<file path="config.mk">
export PLATFORM = sky130hd
export DESIGN_NAME = gdcr_ram
export DESIGN_NICKNAME = d
export VERILOG_FILES = /design/src/design/gdcr_ram.sv
export SDC_FILE = /design/constraint.sdc
export NUM_CORES = 2
export LEC_CHECK = 0
export BUFFER_PORTS_ARGS = -buffer_cell sky130_fd_sc_hd__clkbuf_2
export CAP_MARGIN = 20
export CORE_MARGIN = 4
export CORE_UTILIZATION = 60
export CTS_BUF_LIST = sky130_fd_sc_hd__clkbuf_2 sky130_fd_sc_hd__clkbuf_4 sky130_fd_sc_hd__clkbuf_8
export DETAILED_ROUTE_END_ITERATION = 16
export HOLD_SLACK_MARGIN = 0.15
export PLACE_DENSITY_LB_ADDON = 0.08
export SLEW_MARGIN = 40
export SYNTH_ARGS = -nofsm -noshare
export SYNTH_HDL_FRONTEND = slang
export SYNTH_SLANG_ARGS = --single-unit
</file>
<file path="constraint.sdc">
create_clock -name clk -period 8.4 [get_ports clk]
set_input_delay 1.68 -clock clk [delete_from_list [all_inputs] [get_ports clk]]
set_output_delay 1.68 -clock clk [all_outputs]
set_load 0.02 [all_outputs]
</file>
<file path="src/design/gdcr_ram.sv">
// gdcr_ram: generic single write port ram with registered read
// no dependencies
`default_nettype none

module gdcr_ram #(
  parameter int WIDTH = 3,
  parameter int DEPTH = 1024
) (
  input  wire                     clk,
  input  wire                     we,
  input  wire [$clog2(DEPTH)-1:0] waddr,
  input  wire [WIDTH-1:0]         wdata,
  input  wire [$clog2(DEPTH)-1:0] raddr,
  output logic [WIDTH-1:0]        rdata
);

  logic [WIDTH-1:0] mem [DEPTH];

  always_ff @(posedge clk) begin
    if (we) begin
      mem[waddr] <= wdata;
    end
    rdata <= mem[raddr];
  end

endmodule

`default_nettype wire

</file>
## Yosys cells after proc, flatten, opt, wreduce, memory -nomap -nowiden

Memories as Yosys holds them, arrays and structs flattened. A register that Yosys moved wholly into a read port is not among the register bits.
Index checks and enable logic that the tools add are counted.

- Logic and storage cells: 3
- Register bits after elaboration: 0
- RAM bits: 3,072
- Memories kept: 1

Memory list:

| memory | depth | bits a word | read ports | clocked after Yosys merged registers in | write ports | RTL line | RTL |
|---|---|---|---|---|---|---|---|
| mem | 1,024 | 3 | 1 | 1 | 1 | 17 | `logic [WIDTH-1:0] mem [DEPTH];` |

- Muxes and demuxes: 2

Operators by type and width:

| kind | count |
|---|---|
| $mux W1 | 2 |

## Depth between registers and ports, before layout

- Depth in word-level cells: 2
- Depth in mapped cells: 15
- Mapped depth without buffers: 8

## Worst setup path after synthesis

Ideal clock, no wire load.

- Kind: input to register
- Start: in raddr[0]
- End: reg rdata[1] (read register of mem)
- Required time: 8.265 ns
- Setup time: 0.135 ns
- Buffers on the path: 3
- Stages on the path: 8
- Path slack: 4.382 ns
- Data arrival time: 3.883 ns
- Cells stage by stage: buf_6 -> buf_8 -> buf_8 -> mux4_2 -> mux4_2 -> mux4_2 -> o2111ai_1 -> o2111ai_1

RTL lines:

| what | RTL line | RTL |
|---|---|---|
| start, declared | 13 | `input wire [$clog2(DEPTH)-1:0] raddr,` |
| end, declared | 14 | `output logic [WIDTH-1:0] rdata` |

==> results.toml <==
[cts]
holdBufCountCts = 0
cts_resized = 0
tritoncts_clock_tree = "built"
tritoncts.num_buffers = 484
path_clk_slew_ns = 0.06
clkSinkCount = 3075
number_of_h_tree_levels = 5
post-cts-setup-buffers = 0
clock_insertion_delay_worst_skew_ns = 1.11
clock_path_buffers = 4
clock-root-buffer = "clkbuf_8"

[placement]
detailed_place_hpwl_um = 192100
globalplace.congestion = 0.8456
placement.io_buffers = 27
pre_cts_slack_ns = 2.645

[finish]
top_library_cells_by_usage_in_the_layout_fill_and_taps_aside = "3072 x edfxtp_1, 1077 x nor2_1, 635 x mux4_2"
fill_cells = 13690
mostFrequentLayoutCell = "edfxtp_1"
area_occupied_by_multi_input_gates_sq_um = 28720
seqCellArea_sq_um = 92310
finalNetCount = 6779
ratio_of_cells_with_drive_above_1_in_the_final_layout = 0.2379
area.growth.synth_to_final_pct = 9.917

[synth]
synth_cell_types = 79
synth_seq_area_share = 0.7462
synth_area_per_cell_sq_um = 18.90
synthCells = 6544
number_of_flops_mapped_to_enable_cells_by_yosys = 3072
postSynthRegisterBits = 3075
synthesis.yosys.warnings = 0
asyncSetResetFlopFracSynth = 0
synth_ff_type = "edfxtp_1"
syn_nets = 6569
syn-cell-area_sq_um = 123700

[setup_path]
worst_path_dominant_cell_family = "buffers and inverters"
cp.buffers_inverters = 5
reg2reg_slack_ns = 5.21
critical_path.max_fanout = 47
kind_of_end_point_of_the_critical_path = "flip-flop"
setup.worst_path.class = "in2reg"
crit_required_ns = 9.38
worst_ep_arrival_time_ns = 5.67
setup.worst_path.start_class = "input port"
critical_path.cell_chain = "buf_12, buf_16, buf_12, buf_4, buf_4, mux4_2, a22oi_1, a21oi_1, nor4_2, o22ai_1, nor3_1, o211ai_2"
slowest_cell_delay_on_critical_path_ns = 0.76
critPathSlowestCell = "nor4_2"

[status]
status = "completed"

[grt]
first_global_vias = 65700
grt_pass1_wl_um = 474100
grt.overflow.total = 0
antenna_found_initial = 17
gr-usage-all-layers = 0.3130
grt_start_max_net_pins = 207

[sta]
setup_slack_ns = 3.709
max_slew.worst_pin.slew_ns = 1.060
min_tclk_post_route_ns = 4.691
timing.final.crit_share = 0.5585
whs_ns = 1.086
finalClockSkew_ns = 0.05069
slew_viol_final = 0
finalSetupViolCount = 0
fin_setup_tns_ns = 0
grt_setup_unrepaired = "no"
maxClockFrequency_mhz = 213.2
max-slew-margin-rel = 0.2932
finalHoldViolCount = 0

[power]
power_w = 0.03076
switching_share = 0.2200
cellLeakagePower_nw = 42.23
cellInternalPower_w = 0.02399
sequentialPowerShare = 0.550
power.density_cell_area_nw_per_um2 = 226.2
power.ir.vdd_worst_mv = 0.2086
switchingPower_w = 0.006766
comb_power_share = 0.051
clock_power_share = 0.399

[route]
routedWlPerCell_um = 33.65
postRouteAntennaNets = 0
starting_drt_drc_count = 8950
via_count = 65690
final_wirelength_um = 330500
route.detailed.vias_per_inst = 6.688
detailedRoute.firstPassIterationCount = 6
route.detailed.drc = 0

[die]
design.die.area_sq_um = 213500
coreArea_sq_um = 204800
io_pins = 28
start_util = 0.6040
die_height_um = 462.1
floorplan.die.width_um = 462.1
row_count = 166

[worst_hold_path]
worstHoldPathType = "in2reg"

[run]
cap_viol_max_count = 0
-- cell usage after synthesis, drive strengths merged, types with 4 or more instances --
cell type,count,share of area
a21o,5,0.00030
a211oi,30,0.0019
a22o,21,0.0015
a22oi,61,0.0037
nor2,1081,0.033
a31oi,4,0.00020
a2111oi,11,0.00078
clkbuf,250,0.0078
nand4,13,0.00066
nand2b,8,0.00040
mux2,18,0.0016
o21ai,60,0.0024
nand3,48,0.0019
o211ai,6,0.00040
a21oi,79,0.0032
buf,242,0.018
mux2i,322,0.026
and2,14,0.00071
nor2b,19,0.00096
nand2,124,0.0038
or4,6,0.00039
or3,9,0.00046
o31ai,7,0.00042
o2111ai,6,0.00042
mux4,662,0.12
or2,5,0.00025
inv,5,0.00015
a211o,6,0.00042
o22ai,85,0.0043
nor3b,13,0.00079
nor3,55,0.0023
o32ai,6,0.00042
and3,10,0.00051
o22a,5,0.00035
edfxtp,3072,0.75
nor4,20,0.0012
o221ai,101,0.0073
a221oi,18,0.0013
-- worst register-to-register path, cell delays in order, from the launching register on --
cell	delay, ns
edfxtp_1	0.38
mux4_2	0.47
a22o_1	0.24
a221oi_1	0.45
o22ai_1	0.17
a21oi_1	0.62
a211oi_2	0.30
a221oi_2	0.34
o211ai_2	0.11
-- routing by layer --
layer  vias to the layer above  wire length (um)  GRT usage
met5                         -                26          0
met4                         4             12410     0.1111
met3                       635             32310    0.06037
met2                      3615            158400     0.4898
met1                     34490            127400     0.4494
li1                      26950                 -          -
-- power groups by stage --
| stage | clock, W | sequential [W] | combinational [W] |
|---|---|---|---|
| final | 0.0123 | 0.0169 | 0.00157 |
| after global placement | 0 | 0.0172 | 0.00153 |
| after CTS | 0.0124 | 0.0169 | 0.00155 |
| after global routing | 0.0131 | 0.0169 | 0.00164 |
| after detailed placement | 0 | 0.0172 | 0.00155 |
| after floorplan | 0 | 0.0172 | 0.000881 |
-- through the flow --
step                area [sq um]  instances    util
floorplan                 123700       6544       -
global placement          126300       8945  0.6166
detailed placement        126400       8948  0.6173
CTS                       135700       9804  0.6625
global route              136000       9816  0.6639
finish                    136000       9823  0.6639
-- state kept, by name, indices dropped and copies added (netlist names) --
register	count
mem	3072
rdata	3
-- final cells by class --
cell class	count	share of cell area
timing repair buffer	217	0.01659
clock inverter	210	0.009414
inverter	5	0.0001932
clock buffer	646	0.05876
antenna	11	0.0002024
sequential	3075	0.6789
tap	2688	0.02474
multi-input combinational	2971	0.2112
-- logic make-up after synthesis --
logic type,synth area share
flops,0.7462
buf+inv,0.02595
compound gates,0.03040
mux,0.1490
simple gates,0.04839
-- path summary, 6_finish.rpt --
kind | cells after the start | from | endpoint
max reg2reg | 8 | mem[796][0] | rdata[0]
min | 1 | wdata[2] | mem[276][2]
min reg2reg | 7 | mem[905][2] | rdata[2]
max | 12 | raddr[0] | rdata[0]
No activity file was read; power rests on OpenSTA's default activity.
