$ cat config.mk
export PLATFORM = sky130hd
export DESIGN_NAME = gdcr_alu
export DESIGN_NICKNAME = d
export VERILOG_FILES = /design/src/design/gdcr_pkg.sv /design/src/design/gdcr_alu.sv
export SDC_FILE = /design/constraint.sdc
export NUM_CORES = 1
export LEC_CHECK = 0
export BUFFER_PORTS_ARGS = -buffer_cell sky130_fd_sc_hd__buf_2
export CAP_MARGIN = 40
export CORE_MARGIN = 10
export CORE_UTILIZATION = 60
export CTS_BUF_LIST = sky130_fd_sc_hd__clkbuf_8 sky130_fd_sc_hd__clkbuf_16
export CTS_CLUSTER_SIZE = 8
export DETAILED_ROUTE_END_ITERATION = 8
export PLACE_DENSITY = 0.8
export SYNTH_ARGS = -nofsm -noshare
export SYNTH_HDL_FRONTEND = slang
export SYNTH_SLANG_ARGS = --single-unit
$ cat constraint.sdc
create_clock -name clk -period 5.8 [get_ports clk]
set_input_delay 0.29 -clock clk [delete_from_list [all_inputs] [get_ports clk]]
set_output_delay 0.29 -clock clk [all_outputs]
set_load 0.02 [all_outputs]
$ cat src/design/gdcr_pkg.sv
// gdcr_pkg: shared types, register indexes and constants of the grid dda column raycaster
// no dependencies; used by gdcr_alu, the top level and gdcr_checker
`default_nettype none

package gdcr_pkg;

  localparam int CFG_IW = 4;
  localparam int CFG_DW = 21;

  localparam logic [CFG_IW-1:0] REG_CAMERA_X     = 4'd0;
  localparam logic [CFG_IW-1:0] REG_CAMERA_Y     = 4'd1;
  localparam logic [CFG_IW-1:0] REG_VIEW_DIR_X   = 4'd2;
  localparam logic [CFG_IW-1:0] REG_VIEW_DIR_Y   = 4'd3;
  localparam logic [CFG_IW-1:0] REG_LENS_PLANE_X = 4'd4;
  localparam logic [CFG_IW-1:0] REG_LENS_PLANE_Y = 4'd5;
  localparam logic [CFG_IW-1:0] REG_SCREEN_W     = 4'd6;
  localparam logic [CFG_IW-1:0] REG_SCREEN_H     = 4'd7;

  localparam logic CMD_WRITE = 1'b0;
  localparam logic CMD_CAST  = 1'b1;

  localparam logic [2:0] WALL_RED    = 3'd1;
  localparam logic [2:0] WALL_GREEN  = 3'd2;
  localparam logic [2:0] WALL_BLUE   = 3'd3;
  localparam logic [2:0] WALL_VIOLET = 3'd4;

  // shared unit operand widths
  localparam int ALU_AW   = 41;  // multiplicand / dividend
  localparam int ALU_BW   = 31;  // multiplier / divisor
  localparam int ALU_RW   = 58;  // product
  localparam int MUL_BITS = 17;
  localparam int DIV_BITS = 31;

  typedef struct packed {
    logic       cmd;
    logic [11:0] column;
    logic [4:0] cell_x;
    logic [4:0] cell_y;
    logic [2:0] cell_code;
  } in_item_t;

  typedef struct packed {
    logic [11:0] draw_start;
    logic [11:0] draw_end;
    logic [2:0]  wall_code;
    logic        hit_side;
    logic [7:0]  red;
    logic [7:0]  green;
    logic [7:0]  blue;
    logic [21:0] wall_distance;
    logic        left_map;
  } out_item_t;

  typedef struct packed {
    logic start;
    logic is_div;
  } alu_req_t;

  typedef struct packed {
    logic busy;
    logic done;
  } alu_stat_t;

  function automatic logic [23:0] wall_rgb(input logic [2:0] code);
    logic [23:0] rgb;
    case (code)
      WALL_RED:    rgb = {8'd255, 8'd0,   8'd0};
      WALL_GREEN:  rgb = {8'd0,   8'd255, 8'd0};
      WALL_BLUE:   rgb = {8'd0,   8'd0,   8'd255};
      WALL_VIOLET: rgb = {8'd166, 8'd77,  8'd255};
      default:     rgb = {8'd255, 8'd0,   8'd255};
    endcase
    return rgb;
  endfunction

endpackage

`default_nettype wire

$ cat src/design/gdcr_alu.sv
// gdcr_alu: shared bit-serial unit, shift-add multiply or restoring divide
// depends on gdcr_pkg
`default_nettype none

module gdcr_alu (
  input  wire                         clk,
  input  wire                         rst_n,
  input  gdcr_pkg::alu_req_t          req,
  input  wire [gdcr_pkg::ALU_AW-1:0]  opa,
  input  wire [gdcr_pkg::ALU_BW-1:0]  opb,
  output gdcr_pkg::alu_stat_t         stat,
  output logic [gdcr_pkg::ALU_RW-1:0] result
);

  logic                         busy_r, done_r, div_r;
  logic [4:0]                   cnt_r;
  logic [gdcr_pkg::ALU_RW-1:0]  acc_r, mcand_r;
  logic [gdcr_pkg::MUL_BITS-1:0] mplier_r;
  logic [gdcr_pkg::ALU_BW:0]    rem_r;
  logic [gdcr_pkg::ALU_BW-1:0]  quo_r, den_r;
  logic [gdcr_pkg::ALU_BW:0]    trial;
  logic                         fits;

  assign trial = {rem_r[gdcr_pkg::ALU_BW-1:0], quo_r[gdcr_pkg::ALU_BW-1]};
  assign fits  = trial >= {1'b0, den_r};

  always_ff @(posedge clk) begin
    if (!rst_n) begin
      busy_r <= 1'b0;
      done_r <= 1'b0;
      cnt_r  <= '0;
    end else begin
      done_r <= 1'b0;
      if (req.start) begin
        busy_r <= 1'b1;
        cnt_r  <= req.is_div ? 5'(gdcr_pkg::DIV_BITS) : 5'(gdcr_pkg::MUL_BITS);
      end else if (busy_r) begin
        cnt_r <= cnt_r - 5'd1;
        if (cnt_r == 5'd1) begin
          busy_r <= 1'b0;
          done_r <= 1'b1;
        end
      end
    end
  end

  always_ff @(posedge clk) begin
    if (req.start) begin
      div_r    <= req.is_div;
      acc_r    <= '0;
      mcand_r  <= gdcr_pkg::ALU_RW'(opa);
      mplier_r <= opb[gdcr_pkg::MUL_BITS-1:0];
      rem_r    <= '0;
      quo_r    <= opa[gdcr_pkg::ALU_BW-1:0];
      den_r    <= opb;
    end else if (busy_r) begin
      if (div_r) begin
        rem_r <= fits ? trial - {1'b0, den_r} : trial;
        quo_r <= {quo_r[gdcr_pkg::ALU_BW-2:0], fits};
      end else begin
        if (mplier_r[0]) begin
          acc_r <= acc_r + mcand_r;
        end
        mcand_r  <= {mcand_r[gdcr_pkg::ALU_RW-2:0], 1'b0};
        mplier_r <= {1'b0, mplier_r[gdcr_pkg::MUL_BITS-1:1]};
      end
    end
  end

  assign stat.busy = busy_r;
  assign stat.done = done_r;
  assign result    = div_r ? gdcr_pkg::ALU_RW'(quo_r) : acc_r;

endmodule

`default_nettype wire

Word level (Yosys, flattened, before mapping)
Cells that the tools add are included.
{ "word_totals": {"wordCells": 46, "reg_bits": 234, "in_bits": 76, "output_inout_bits": 60} }
{ "classes": {"n_mux": 18, "magnitude_cmp": 1, "addsub": 3, "n_eq_ne": 2, "bitwise_logic": 3, "reduce_logical": 8} }
{ "op_table": {"columns": ["cell", "count"], "rows": [
  ["$mux W31", 4],
  ["$mux W41", 3],
  ["$add A58 B58 Y58", 1],
  ["$mux W58", 1],
  ["$mux W17", 3],
  ["$ge A32 B31 Y1", 1],
  ["$sub A31 B31 Y31", 1],
  ["$mux W5", 2],
  ["$reduce_and A2 Y1", 4],
  ["$eq A5 B1 Y1 const B", 1],
  ["$sub A5 B1 Y5 const B", 1],
  ["$mux W1", 4],
  ["$mux W4", 1],
  ["$reduce_bool A2 Y1", 2],
  ["$not A1 Y1", 3],
  ["$reduce_and A3 Y1", 1],
  ["$reduce_or A3 Y1", 1],
  ["$ne A2 B2 Y1 const B", 1]
]} }

Logic depth before layout (Yosys ltp)
{ "depth": {"ltp_word": 4, "mapped_depth": 14, "depth_no_buf": 13} }

Worst setup path after synthesis
OpenSTA, ideal clock, no wires.
{ "synth_path": {"kind": "reg2reg", "from": "register acc_r[0] (netlist bit)", "to": "register acc_r[48] (netlist bit)", "arrival_time_ns": 2.939, "path_buffers": 0, "synth_period_minus_slack_ns": 3.055, "setup_slack_ns": 2.745, "setup_time_ns": 0.116, "path_stages_with_launch": 14, "cell_sequence": "dfxtp_1 ha_1 inv_1 fa_1 nand2b_1 a21oi_1 o21ai_1 a21oi_1 o41ai_2 o41a_1 o21a_1 a21boi_1 nor3_1 a31o_2"} }
{ "synth_via": {"elab_chain_len": 1} }
{ "synth_lines": {"columns": ["item", "line", "source"], "rows": [
  ["from (decl)", "gdcr_alu.sv:17", "logic [gdcr_pkg::ALU_RW-1:0] acc_r, mcand_r;"],
  ["from (signal assigned)", "gdcr_alu.sv:62", "acc_r <= acc_r + mcand_r;"],
  ["$add A58 B58 Y58", "gdcr_alu.sv:62", null]
]} }
No other way between the ends.
A chain may end at the register's enable or synchronous reset.

Worst setup path after layout
{ "layout_path": {"from": "register quo_r[30] (netlist bit)", "to": "register rem_r[28] (netlist bit)"} }
{ "layout_via": {"elab_chain_len": 2, "elab_cells_between_ends": 3, "cone_classes": "add/sub: 1; order compare: 1; mux: 1"} }
{ "layout_lines": {"columns": ["item", "line", "source"], "rows": [
  ["from (decl)", "gdcr_alu.sv:20", "logic [gdcr_pkg::ALU_BW-1:0] quo_r, den_r;"],
  ["from (signal assigned)", "gdcr_alu.sv:54", "quo_r <= opa[gdcr_pkg::ALU_BW-1:0];"],
  ["from (signal assigned)", "gdcr_alu.sv:59", "quo_r <= {quo_r[gdcr_pkg::ALU_BW-2:0], fits};"],
  ["$sub A31 B31 Y31 or $ge A32 B31 Y1 (tied branches)", "gdcr_alu.sv:58, gdcr_alu.sv:25", null],
  ["$mux W31 *", "gdcr_alu.sv:58", "rem_r <= fits ? trial - {1'b0, den_r} : trial;"],
  ["to (signal assigned)", "gdcr_alu.sv:58", null],
  ["to (decl)", "gdcr_alu.sv:19", "logic [gdcr_pkg::ALU_BW:0] rem_r;"]
]} }
Mark *: on every way between the ends. The rest lies on a longest branch, timed or not.

==> metrics.cfg <==
[yosys]
synth_top_cell_by_area=edfxtp_1
synth_top_area_share_pct=25.16
ys_ff_latch=234
synth-edff-count=121
synthesis.area_um2=14440
syn-instance-count=1631
syn_avg_cell_area_um2=8.854
synth-xor-area-share_pct=4.428
synth_fa_ha_area_share_pct=8.076
synthSimpleGateAreaFrac_pct=14.76
ys_async_sr_fraction_pct=0
synthTopCellsByArea=edfxtp_1 25%, dfxtp_1 16%, ha_1 7.8%, nand2_1 6.3%, a21oi_1 5.6%
synth_cell_type_count=71
synth_top_family_by_area=compound AO/OA/AOI/OAI gates
ys_warn_count=0
syn_nets=1799
yosysSeqAreaShare_pct=40.83
synth-main-ff-cell=edfxtp_1
muxShareOfSynthArea_pct=6.585
synth_compound_area_share_pct=19.82

[cts]
cts_buffers=35
cts_root_buf=clkbuf_16
tritoncts=yes
post_cts.repair.setup_buffers=0
clk_latency_ns=0.50
clock-sinks=234
h-tree-depth=2
ctsResizeCount=0
cts_buffer_depth=3
path_clk_slew_ns=0.05

[placed_design]
pre_cts_slack_ns=2.280
hpwl_um=26130
portBuffers=135
placed_cell_area_um2=15310
globalplace.congestion=0.9427

[final_layout]
final_nets=1929
seqCellArea_um2=5896
n_fill_cell=1836
multi_input_area_um2=7759
mostFrequentLayoutCell=nand2_1
final_cell_mix=242 x nand2_1, 161 x a21oi_1, 147 x o21ai_0
diodes=0
syn_to_final_growth_pct=15.15
fin_area_um2=16630
drive_gt1_share_pct=14.72
fin_util_pct=70.63

[timing]
hold_viol=0
timing.fmax_mhz=274.8
rsz0062_at_grt=no
holdWs_ns=0.03105
slew_violations=0
fin_crit_sh_pct=62.75
setup_violations=0
worst_slew_pin_slew_ns=0.8540
period_needed_ns=3.639
setup_ws_ns=2.161
skew_ns=0.01048
final.setup.tns_ns=0
maxSlewHeadroom_pct=42.72

[drt]
viasPerCell=5.866
vias=12350
route.detailed.drc=0
wl_per_cell_um=17.57
drt_iter0_markers=1124
drt.antenna.violating_nets=0
drt_wl_total_um=37010
drt-pass1-iter-count=5

[pwr]
p_leak_uw=0.007667
vdd_drop_max_v=0.0001896
p_per_area_nw_per_um2=266.7
comb_power_share_pct=14.4
power_frac_clock_pct=42.3
switching_share_pct=26.55
p_int_uw=3257
p_seq_share_pct=43.3
p_sw_uw=1177

[worst_setup_path]
cp_data_arrival_time_ns=4.01
crit_type=reg -> reg
reg2reg_from=quo_r[30]
path_max_fanout=30
critPathCaptureType=flip-flop
required_ns=6.17
start_kind=flip-flop
crit_start=quo_r[30]

[floorplan]
die_width_um=175.1
dieHeight_um=175.1
dieArea_um2=30670
core_um2=23540
io_pins=136
fp-row-count=56
start_util_pct=61.34

[min_path]
hp-start=opb[1]
min_path_type=in -> reg

[flow_run]
maxCapViolCount=0

[global_route]
overflow=0
grt_pass1_wl_um=61900
first_global_vias=12630
grt_start_max_net_pins=76
grt_usage_pct=23.82
antenna_found_initial=0

[outcome]
status=finished clean

[worst max-delay path, cell delays in order, from the launching register on]
cell	delay, ns
edfxtp_1	0.43
inv_1	0.09
ha_1	0.17
fa_1	0.23
nor2b_1	0.09
o31a_1	0.28
o31ai_2	0.25
nand2_2	0.13
a31oi_4	0.21
a31oi_1	0.16
or4_4	0.55
nand2_4	0.45
mux2i_1	0.33
o21ai_0	0.12
[per-stage QoR]
stage | std cells | power [uW]
2_1_floorplan | 1631 | 2374
3_3_place_gp | 2013 | 2542
3_5_place_dp | 2015 | 2564
4_1_cts | 2106 | 4447
5_1_grt | 2106 | 4607
6_report | 2106 | 4435
[cell usage after synthesis (3+ instances only)]
library cell and n:
a211oi_1 11, buf_1 11, nor2_1 55, and2_1 8
o211ai_1 6, or3_1 3, a21o_1 63, nor4b_1 5
dfxtp_1 113, o31a_1 3, and3_1 10, o21bai_1 12
a211o_1 3, inv_1 118, nor3_1 22, nor2b_1 38
xor2_1 31, o21a_1 10, a31oi_1 18, a21boi_0 7
o22ai_1 4, o21ai_0 147, nand2_1 244, nand4_1 18
mux2i_1 32, nand2b_1 9, clkbuf_1 65, a31o_2 6
ha_1 90, mux2_2 56, a21oi_1 162, xnor2_1 42
edfxtp_1 121, nand3_1 33, and4_1 4, or2_2 4
[per-layer routing]
metal | up-vias | GRT usage, % | wire [um]
met5 | - | 0 | 0
met1 | 5825 | 29.77 | 15890
met2 | 391 | 40.97 | 18080
li1 | 6051 | - | -
met3 | 87 | 3.535 | 1971
met4 | 0 | 8.478 | 1069
[power groups by stage]
stage                     registers (uW)  clock network (uW)  logic (uW)
final                               1920                1870         638
after global routing                1930                1970         708
after CTS                           1920                1890         634
after detailed placement            1950                   0         612
after global placement              1950                   0         592
after floorplan                     1930                   0         447
[repair_timing]
action / 4_1_cts / 5_1_grt
endpoints found under the hold margin: 28 / 0
endpoints found under the setup margin: 0 / 0
hold buffers: 28 / 0
[kinds of logic after synthesis]
| kind of cell | count (synthesis) |
|---|---|
| and+or+nand+nor | 464 |
| DFF | 234 |
| xor gates and xnor gates | 73 |
| buffers and inverters | 201 |
| adders and majority gates | 92 |
| muxes | 88 |
| AOI/OAI and AO/OA | 479 |
[final cells by class]
cell class | count | share of cell area [%]
Clock inverter | 25 | 0.5719
Timing Repair Buffer | 175 | 6.569
Inverter | 119 | 2.686
Clock buffer | 38 | 5.651
Multi-Input combinational cell | 1196 | 46.66
Tap cell | 319 | 2.400
Sequential cell | 234 | 35.46
[flip-flops by register name, summed over array words and instances, names as in the netlist]
signal    flops
acc_r        58
busy_r        1
cnt_r         5
den_r        31
div_r         1
done_r        1
mcand_r      58
mplier_r     17
quo_r        31
rem_r        31
[final timing paths]
check | end | slack, ns | depth (start not counted)
max reg2reg | rem_r[28] | 2.16 | 13
min reg2reg | mcand_r[56] | 0.47 | 2
min | den_r[1] | 0.03 | 1
max | rem_r[28] | 2.16 | 13
(Power assumes the default switching activity.)
